## src/rtl/sjb_pkg.sv

```systemverilog
`default_nettype none
package sjb_pkg;

  localparam int CAPACITY    = 32;
  localparam int NCELL       = CAPACITY + 1;
  localparam int DRAIN_LIMIT = 32;
  localparam int CNT_W       = $clog2(DRAIN_LIMIT + 1);

  // Wrap-around sequence distance limits (16-bit difference a - b)
  localparam logic [15:0] SEQ_HALF       = 16'd32768;
  localparam logic [15:0] FAR_AHEAD      = 16'd100;
  localparam logic [15:0] FAR_BEHIND_LIM = 16'd65436;

  // Request kinds
  localparam logic [1:0] REQ_PUSH  = 2'd0;
  localparam logic [1:0] REQ_POP   = 2'd1;
  localparam logic [1:0] REQ_DRAIN = 2'd2;

  // Result status codes
  localparam logic [2:0] ST_STORED  = 3'd0;
  localparam logic [2:0] ST_EVICTED = 3'd1;
  localparam logic [2:0] ST_DUP     = 3'd2;
  localparam logic [2:0] ST_STALE   = 3'd3;
  localparam logic [2:0] ST_DELIVER = 3'd4;
  localparam logic [2:0] ST_EMPTY   = 3'd5;

  // Register indexes
  localparam logic REG_TICK  = 1'b0;
  localparam logic REG_DELAY = 1'b1;

  typedef struct packed {
    logic [15:0] seq;
    logic [31:0] mask;
    logic [31:0] look_x;
    logic [31:0] look_y;
    logic [31:0] rtime;
  } entry_t;

  typedef struct packed {
    logic ins;
    logic shl;
  } cell_ctl_t;

endpackage
`default_nettype wire

```

## src/rtl/sjb_cell.sv

```systemverilog
`default_nettype none
module sjb_cell (
  input  wire                 clk,
  input  wire                 rst_n,
  input  sjb_pkg::cell_ctl_t  ctl,
  input  wire [15:0]          key,
  input  sjb_pkg::entry_t     new_ent,
  input  sjb_pkg::entry_t     left_ent,
  input  wire                 left_vld,
  input  sjb_pkg::entry_t     right_ent,
  input  wire                 right_vld,
  input  wire                 prev_stop,
  output sjb_pkg::entry_t     ent,
  output logic                vld,
  output logic                stop,
  output logic                dup
);
  import sjb_pkg::*;

  entry_t      ent_r;
  logic        vld_r;
  logic [15:0] diff;
  logic        lt;
  logic        eq;
  logic        here;

  // Compare the key against this cell's entry
  assign diff = key - ent_r.seq;
  assign lt   = vld_r & (diff > SEQ_HALF);
  assign eq   = vld_r & (diff == 16'd0);
  assign here = ~prev_stop & (lt | ~vld_r);
  assign stop = prev_stop | lt | eq | ~vld_r;
  assign dup  = ~prev_stop & eq;

  assign ent = ent_r;
  assign vld = vld_r;

  // Occupancy
  always_ff @(posedge clk) begin
    if (!rst_n) begin
      vld_r <= 1'b0;
    end else if (ctl.shl) begin
      vld_r <= right_vld;
    end else if (ctl.ins && here) begin
      vld_r <= 1'b1;
    end else if (ctl.ins && prev_stop) begin
      vld_r <= left_vld;
    end
  end

  // Payload: insert here, open a gap by taking the left neighbor, or close the front
  always_ff @(posedge clk) begin
    if (ctl.shl) begin
      ent_r <= right_ent;
    end else if (ctl.ins && here) begin
      ent_r <= new_ent;
    end else if (ctl.ins && prev_stop) begin
      ent_r <= left_ent;
    end
  end

endmodule
`default_nettype wire

```

## config.mk

```make
export PLATFORM = sky130hd
export DESIGN_NAME = sjb_cell
export DESIGN_NICKNAME = d
export VERILOG_FILES = /design/src/rtl/sjb_pkg.sv /design/src/rtl/sjb_cell.sv
export SDC_FILE = /design/constraint.sdc
export NUM_CORES = 1
export LEC_CHECK = 0
export ABC_AREA = 1
export ABC_CLOCK_PERIOD_IN_PS = 15300
export BUFFER_PORTS_ARGS = -buffer_cell sky130_fd_sc_hd__buf_2
export CORE_AREA = 2 2 237 239
export CTS_CLUSTER_DIAMETER = 50
export DETAILED_ROUTE_END_ITERATION = 8
export DIE_AREA = 0 0 239 241
export GPL_TIMING_DRIVEN = 1
export SYNTH_ARGS = -nofsm -noshare
export SYNTH_HDL_FRONTEND = slang
export SYNTH_SLANG_ARGS = --single-unit
```

## constraint.sdc

```tcl
create_clock -name clk -period 15.3 [get_ports clk]
set_clock_uncertainty 0.15 [all_clocks]
set_input_delay 0.765 -clock clk [delete_from_list [all_inputs] [get_ports clk]]
set_output_delay 0.765 -clock clk [all_outputs]
set_load 0.03 [all_outputs]
```

* After elaboration in Yosys (flattened, before gate mapping)
Cells that the tools add are included.
** Storage, ports and cells
- Bits in registers :: 145
- Input bits :: 455
- Output and inout bits :: 147
- Logic and storage cells :: 28
** Cells by class
- $add $sub $neg :: 1
- Order comparisons :: 1
- Multiplexer cells :: 6
- Bitwise gates (word level) :: 10
- Reductions and logical operators :: 4
** Operators by type and width (count)
- 144-bit 2-to-1 mux :: 3
- 16-bit greater-than comparator, second input constant :: 1
- 16-bit zero test :: 1
- 16-bit subtractor :: 1
- 1-bit bitwise AND :: 4
- 1-bit bitwise OR :: 4
- 1-bit 2-to-1 mux :: 3
- 3-bit nonzero test :: 1
- 1-bit logical AND :: 2
- 1-bit inverter :: 2

* Longest topological paths before layout
Gate-level depths: netlist of the first run.
- Word-level depth :: 8
- Gate-level depth with buffers :: 20
- Gate-level depth less buffers :: 18

* Worst setup path before layout of the first run
Ideal clock, no wire load.
- Path type :: input to register
- Start point :: in key[0]
- End point :: reg ent_r, in the netlist ent[0], enable pin
- Setup time :: 1.581 ns
- Arrival :: 5.756 ns
- Data required time :: 13.569 ns
- Slack :: 7.813 ns
- Cell stages on the path :: 16
- Path buffers :: 2
- Path through :: inv_1 > ha_1 > fa_1 > nand3_1 > a21oi_1 > nand2_1 > nor2_1 > nand2_1 > nor2_1 > nand2_1 > nor2_2 > nand3_2 > nand3_4 > buf_6 > buf_6 > nand3_1
** On the way
- Cells in the longest elaborated chain, start to end :: 7
** RTL lines
- from (decl) :: RTL line sjb_cell.sv:6 : input wire [15:0] key,
- 16-bit subtractor :: RTL line sjb_cell.sv:28 : assign diff = key - ent_r.seq;
- 16-bit greater-than comparator :: RTL line sjb_cell.sv:29 : assign lt = vld_r & (diff > SEQ_HALF);
- 1-bit bitwise AND :: RTL line sjb_cell.sv:29
- 1-bit bitwise OR :: RTL line sjb_cell.sv:31 : assign here = ~prev_stop & (lt | ~vld_r);
- 1-bit bitwise AND :: RTL line sjb_cell.sv:31
- 1-bit logical AND :: RTL line sjb_cell.sv:55 : end else if (ctl.ins && here) begin
- 3-bit nonzero test (no line)
- to (signal assigned) :: RTL line sjb_cell.sv:54 : ent_r <= right_ent;
- to (signal assigned) :: RTL line sjb_cell.sv:56 : ent_r <= new_ent;
- to (signal assigned) :: RTL line sjb_cell.sv:58 : ent_r <= left_ent;
- to (decl) :: RTL line sjb_cell.sv:20 : entry_t ent_r;
No other way between the ends.
A chain may end at the register's enable or synchronous reset.

* Worst setup path in the final report of the first run
- Start point :: in key[0]
- End point :: reg ent_r, in the netlist ent[49] (data pin)
** On the way
- Cells in the longest elaborated chain, start to end :: 8
** RTL lines
- 16-bit subtractor :: RTL line sjb_cell.sv:28
- 16-bit greater-than comparator :: RTL line sjb_cell.sv:29
- 1-bit bitwise AND :: RTL line sjb_cell.sv:29
- 1-bit bitwise OR :: RTL line sjb_cell.sv:31
- 1-bit bitwise AND :: RTL line sjb_cell.sv:31
- 1-bit logical AND :: RTL line sjb_cell.sv:55
- 144-bit 2-to-1 mux :: RTL line sjb_cell.sv:55
- 144-bit 2-to-1 mux :: RTL line sjb_cell.sv:53 : if (ctl.shl) begin
No other way between the ends.

==> results of run 1 <==
[through the flow]
| stage | instances | total power [mW] |
|---|---|---|
| 2_1_floorplan | 1163 | 0.757 |
| 3_3_place_gp | 2410 | 0.892 |
| 3_5_place_dp | 2410 | 0.894 |
| 4_1_cts | 2441 | 1.31 |
| 5_1_grt | 2444 | 1.36 |
| 6_report | 2444 | 1.28 |
[cell type report]
type                            instances  area share, %
Tap cell                              704           6.74
Timing Repair Buffer                  607           23.5
Sequential cell                       145           33.2
Inverter                              203           5.83
Clock buffer                           17           3.25
Antenna cell                            3         0.0574
Multi-Input combinational cell        751           26.5
Clock inverter                         14          0.881
[cell families after synthesis]
kind of cell	Yosys count
buffers and inverters	267
adders and majority gates	16
and+or+nand+nor	429
DFF	145
xor gates and xnor gates	2
AOI/OAI and AO/OA	304
[worst min path at each step]
stage / to / cells after the start
after global routing: vld / 3
after detailed placement: vld / 2
final: vld / 3
after floorplan: vld / 2
after global placement: vld / 2
after CTS: vld / 3
[per-layer routing]
metal / vias to the layer above / share of wire (%) / GRT usage (%) / wire length, um
li1: 4893 / - / - / -
met1: 4025 / 40 / 12.9 / 13700
met2: 374 / 48 / 19.4 / 16500
met3: 39 / 9.5 / 4.64 / 3260
met4: 0 / 2.5 / 5.38 / 853
met5: - / 0 / 0 / 0
[cell usage after synthesis (2+ instances only)]
cell	n	area share (%)
nand2_1	374	16
o21ai_1	287	16
inv_1	201	8.4
edfxtp_1	144	48
clkbuf_1	31	1.3
buf_6	24	3.0
nand3_1	21	1.2
nor2_1	18	0.75
ha_1	15	2.1
a21oi_1	12	0.67
buf_4	8	0.67
nand4_1	4	0.28
a31oi_1	2	0.14
and2_1	2	0.14
inv_2	2	0.083
nand3_2	2	0.22
nor2_2	2	0.14
nor3_1	2	0.11
[power groups by stage]
stage	clock network, mW	logic (mW)	registers (mW)
2_1_floorplan	0	0.149	0.608
3_3_place_gp	0	0.377	0.515
3_5_place_dp	0	0.378	0.516
4_1_cts	0.420	0.379	0.508
5_1_grt	0.432	0.415	0.512
6_report	0.403	0.374	0.506
[registers in the layout, summed over array words and instances (netlist names)]
name / flops
ent: 144
vld: 1
[critical path: stages]
cell	delay (ns)
buf_2	0.08
inv_1	0.03
ha_1	0.21
fa_1	0.39
inv_1	0.12
nand2_1	0.06
a21oi_1	0.14
nand2_1	0.07
nor2_1	0.09
nand2_1	0.06
nor2_1	0.08
nand2_1	0.07
nor2_2	0.12
nand3_2	0.14
nand3_4	0.40
buf_4	0.58
buf_4	0.75
nand2_1	0.10
o21ai_1	0.20
o21ai_1	0.11
[cells in the final DEF (no fill, tap or decap), types with 4 or more instances in the layout]
master / count
buf_2: 600
nand2_1: 374
o21ai_1: 287
inv_1: 201
edfxtp_1: 144
nand3_1: 20
nor2_1: 18
clkbuf_16: 17
ha_1: 15
a21oi_1: 12
buf_4: 5
nand4_1: 4
clkinv_2: 4
==> flow_summary.yaml, run 1 <==
routing:
  drc: 0
  wl_per_cell_um: 14.0
  dr.pass1.iters: 5
  drt_iter0_drc: 392
  num_vias: 9331
  vias_per_cell: 3.82
  drtAntennaViolNets: 0
  wl_mm: 34.3
hold_path:
  min_from: "rst_n"
  hp-class: "in -> reg"
sta:
  setup_viol: 0
  worstMarginPinSlew_ns: 0.980
  rsz0062_at_grt: "false"
  finalSetupTns_ns: 0
  min_period_ns: 4.61
  min_period_over_period_pct: 30.1
  hold_viol_final: 0
  finalMaxSlewViolations: 0
  max_freq_ghz: 0.217
  fin_ws_ns: 10.69
  holdWs_ns: 0.380
  maxSlewHeadroom_pct: 34.7
grt:
  grt_pass1_vias: 8822
  grt-ovfl-total: 0
  antenna_found_initial: 4
  grt_max_degree: 175
  grtUsageTotal_pct: 11.6
  grt_pass1_wl_mm: 49.5
worst_setup_path:
  required_ns: 15.34
  rr_startpoint: "ent[128]"
  arrival_ns: 4.64
  critPathCapture: "ent[49]"
  start_kind: "input pin"
  reg2reg_slack_ns: 10.69
  cp_max_fo: 92
  path_class: "in -> reg"
  reg2reg_depth: 18
  end_kind: "flip-flop"
  critical_path.startpoint: "key[0]"
  reg2reg_to: "ent[49]"
clocking:
  cts_root_buf: "clkbuf_16"
  worstSkewPairLatency_ns: 0.47
  cts_setup_buffers: 0
  cts_tree: "done"
  clkTransAtPathRegs_ns: 0.06
  cts_max_path_buffers: 2
  cts_buffers: 17
  cts_htree_levels: 4
  cts-resized-gates: 0
  clkSinkCount: 145
  postCtsHoldBufs: 0
floorplan:
  initial_utilization_pct: 16.4
  die_w_um: 239
  io_pins: 602
  die_area_sq_mm: 0.0576
  fp-row-count: 86
  die_y_um: 241
  core_sq_mm: 0.0549
synthesis:
  ys_warn_count: 0
  synth.cell_area_sq_mm: 0.00900
  synth_xor_area_share_pct: 0.195
  post_synth_and_or_nand_nor_area_fraction_pct: 18.8
  muxShareOfSynthArea_pct: 0
  async_reset_ff_share_pct: 0
  postSynthAreaPerCell_sq_um: 7.74
  yosys.area_share.adder_pct: 2.31
  ys_types: 30
  ys_ff_latch: 145
  synth_top_family_by_area: "simple AND/OR/NAND/NOR gates"
  yosysSeqAreaShare_pct: 48.2
  synth_compound_area_share_pct: 17.0
  synth_fp_nets: 1634
  netlist_instances: 1163
  synth-edff-count: 144
  ys.flop_type: "edfxtp_1"
cells_and_area:
  nFillCells: 6187
  fin_util_pct: 23.8
  final_nets: 2196
  finalInstanceArea_sq_mm: 0.0131
  layout-drive-gt1-share_pct: 37.2
  area_delta_synth_final_pct: 45.1
  seq_area_sq_mm: 0.00434
  multi_input_area_sq_mm: 0.00346
placement:
  preCtsSetupSlack_ns: 10.17
  placed_area_sq_mm: 0.0125
  port_buffers: 601
  post-dp-hpwl_mm: 27.8
  place.gp.congestion: 0.823
power:
  p_leak_nw: 6.87
  combPwrFrac_pct: 29.1
  powerDensity_mw_per_mm2: 98.2
  internal_power_mw: 0.839
  switching_share_pct: 34.7
  seqPwrFrac_pct: 39.5
  p_sw_mw: 0.445
  peakVddDrop_v: 0.0000830
  p_clk_share_pct: 31.4
run_status:
  status: "finished, final reports clean"
job:
  maxCapViolCount: 0
Power figures use the tool's default switching activity.
==> run 2: changes to the inputs <==
ABC_CLOCK_PERIOD_IN_PS = 4800   (was 15300)
clock period = 4.8 ns   (was 15.3 ns; I/O delays follow)
==> flow_summary.yaml, run 2 (synthesized netlist as in run 1, its figures left out) <==
hold_path:
  min_to: "ent[115]"
  hold_depth: 3
  hp-class: "in -> reg"
  min_from: "new_ent[115]"
grt:
  grt-ovfl-total: 0
  grt_pass1_vias: 10500
  grtUsageTotal_pct: 12.8
  grt_pass1_wl_mm: 55.1
  grt_max_degree: 167
  antenna_found_initial: 7
clocking:
  clkSinkCount: 145
  cts_buffers: 17
  cts_htree_levels: 4
  cts_root_buf: "clkbuf_16"
  clkTransAtPathRegs_ns: 0.07
  worstSkewPairLatency_ns: 0.46
  cts_setup_buffers: 0
  cts_max_path_buffers: 2
  cts_tree: "done"
worst_setup_path:
  cp_max_fo: 117
  required_ns: 4.86
  rr_startpoint: "ent[128]"
  reg2reg_depth: 17
  start_kind: "flip-flop"
  arrival_ns: 4.22
  reg2reg_to: "ent[30]"
  path_class: "reg -> reg"
  end_kind: "flip-flop"
  reg2reg_slack_ns: 0.64
cells_and_area:
  final_common_cell: "buf_2"
  final_cell_mix: "buf_2 (600), nand2_1 (374), o21ai_1 (287), dlygate4sd3_1 (280), inv_1 (201)"
  finalInstanceArea_sq_mm: 0.0160
  nFillCells: 5892
  largest_reg_flops: 144
  final_nets: 2479
  layout-drive-gt1-share_pct: 32.1
  area_delta_synth_final_pct: 77.4
sta:
  maxSlewHeadroom_pct: 47.6
  setup_viol: 0
  min_period_ns: 4.16
  finalSetupTns_ns: 0
  fin_ws_ns: 0.638
  finalMaxSlewViolations: 0
  max_freq_ghz: 0.240
  worstMarginPinSlew_ns: 0.787
  rsz0062_at_grt: "false"
  holdWs_ns: 0.0429
  min_period_over_period_pct: 86.7
  hold_viol_final: 0
power:
  p_clk_share_pct: 30.2
  combPwrFrac_pct: 33.1
  design_power_total_mw: 4.41
  powerDensity_mw_per_mm2: 276
  p_sw_mw: 1.47
  seqPwrFrac_pct: 36.7
  p_leak_nw: 8.12
  internal_power_mw: 2.94
  peakVddDrop_v: 0.000266
  switching_share_pct: 33.2
routing:
  num_vias: 10900
  vias_per_cell: 3.99
  wl_per_cell_um: 14.1
  dr.pass1.iters: 4
  drtAntennaViolNets: 0
  drc: 0
  wl_mm: 38.6
  drt_iter0_drc: 447
floorplan:
  die_area_sq_mm: 0.0576
  die_y_um: 241
  fp-row-count: 86
  initial_utilization_pct: 16.4
  core_sq_mm: 0.0549
  io_pins: 602
  die_w_um: 239
placement:
  place.gp.congestion: 0.849
  placed_area_sq_mm: 0.0126
  post-dp-hpwl_mm: 28.6
  preCtsSetupSlack_ns: 1.23
  port_buffers: 601
run_status:
  status: "finished, final reports clean"
job:
  maxCapViolCount: 0
run 2: changes by cell type in the layout (fill, tap and decap cells not counted):
cell / change
clkinv_1: -1
clkinvlp_4: +1
bufinv_16: +1
dlygate4sd3_1: +280
inv_6: -1
diode_2: +2
buf_12: +4
clkinv_2: -2
buf_4: -1
clkinv_4: +1
clkbuf_1: +1
run 2: worst max path at each step:
stage	startpoint	endpoint	slack (ns)	cells after the start
2_1_floorplan	ent[128]	ent[0]	0.58	15
3_3_place_gp	ent[128]	ent[7]	1.27	16
3_5_place_dp	ent[128]	ent[7]	1.23	16
4_1_cts	ent[128]	ent[46]	0.68	17
5_1_grt	ent[128]	ent[46]	0.38	17
6_report	ent[128]	ent[30]	0.64	17
run 2: through the flow:
step | cells | utilization (%)
CTS | 2724 | 29.1
floorplan | 1163 | -
global placement | 2413 | 23.0
finish | 2729 | 29.1
detailed placement | 2413 | 23.0
global route | 2727 | 29.1
run 2: area by class of cell:
cell class	count	area [sq um]	area share, %
antenna	5	12.5	0.0783
clock buffer	18	429	2.69
clock inverter	13	139	0.869
inverter	203	762	4.77
multi-input combinational	751	3460	21.7
sequential	145	4340	27.2
tap	704	881	5.51
timing repair buffer	890	5950	37.2
run 2: worst max-delay path, cell delays in order (launching register included):
cell and delay [ns]:
edfxtp_1 0.39, ha_1 0.25, fa_1 0.50, nand3_1 0.08, a21oi_1 0.15, nand2_1 0.07
nor2_1 0.09, nand2_1 0.06, nor2_1 0.08, nand2_1 0.07, nor2_2 0.12, nand3_2 0.12
nand3_4 0.32, buf_12 0.39, nand2_1 0.13, o21ai_1 0.13, o21ai_1 0.08, dlygate4sd3_1 0.60
run 2: power by group through the flow:
stage	clock, mW	combinational (mW)	sequential (mW)
after global placement	0	1.21	1.65
final	1.33	1.46	1.62
after global routing	1.44	1.59	1.63
after floorplan	0	0.477	1.92
after CTS	1.39	1.46	1.62
after detailed placement	0	1.21	1.65
run 2: timing repair:
action,CTS,global route
hold buffers,280,0
endpoints found under the hold margin,145,0
gates resized for setup,0,0
run 2: routing by layer:
metal	up-vias	track usage [%]	routed length, um
li1	5459	-	-
met1	4884	13.6	14900
met2	460	22.1	19100
met3	78	4.24	3080
met4	4	7.65	1520
met5	-	0	28
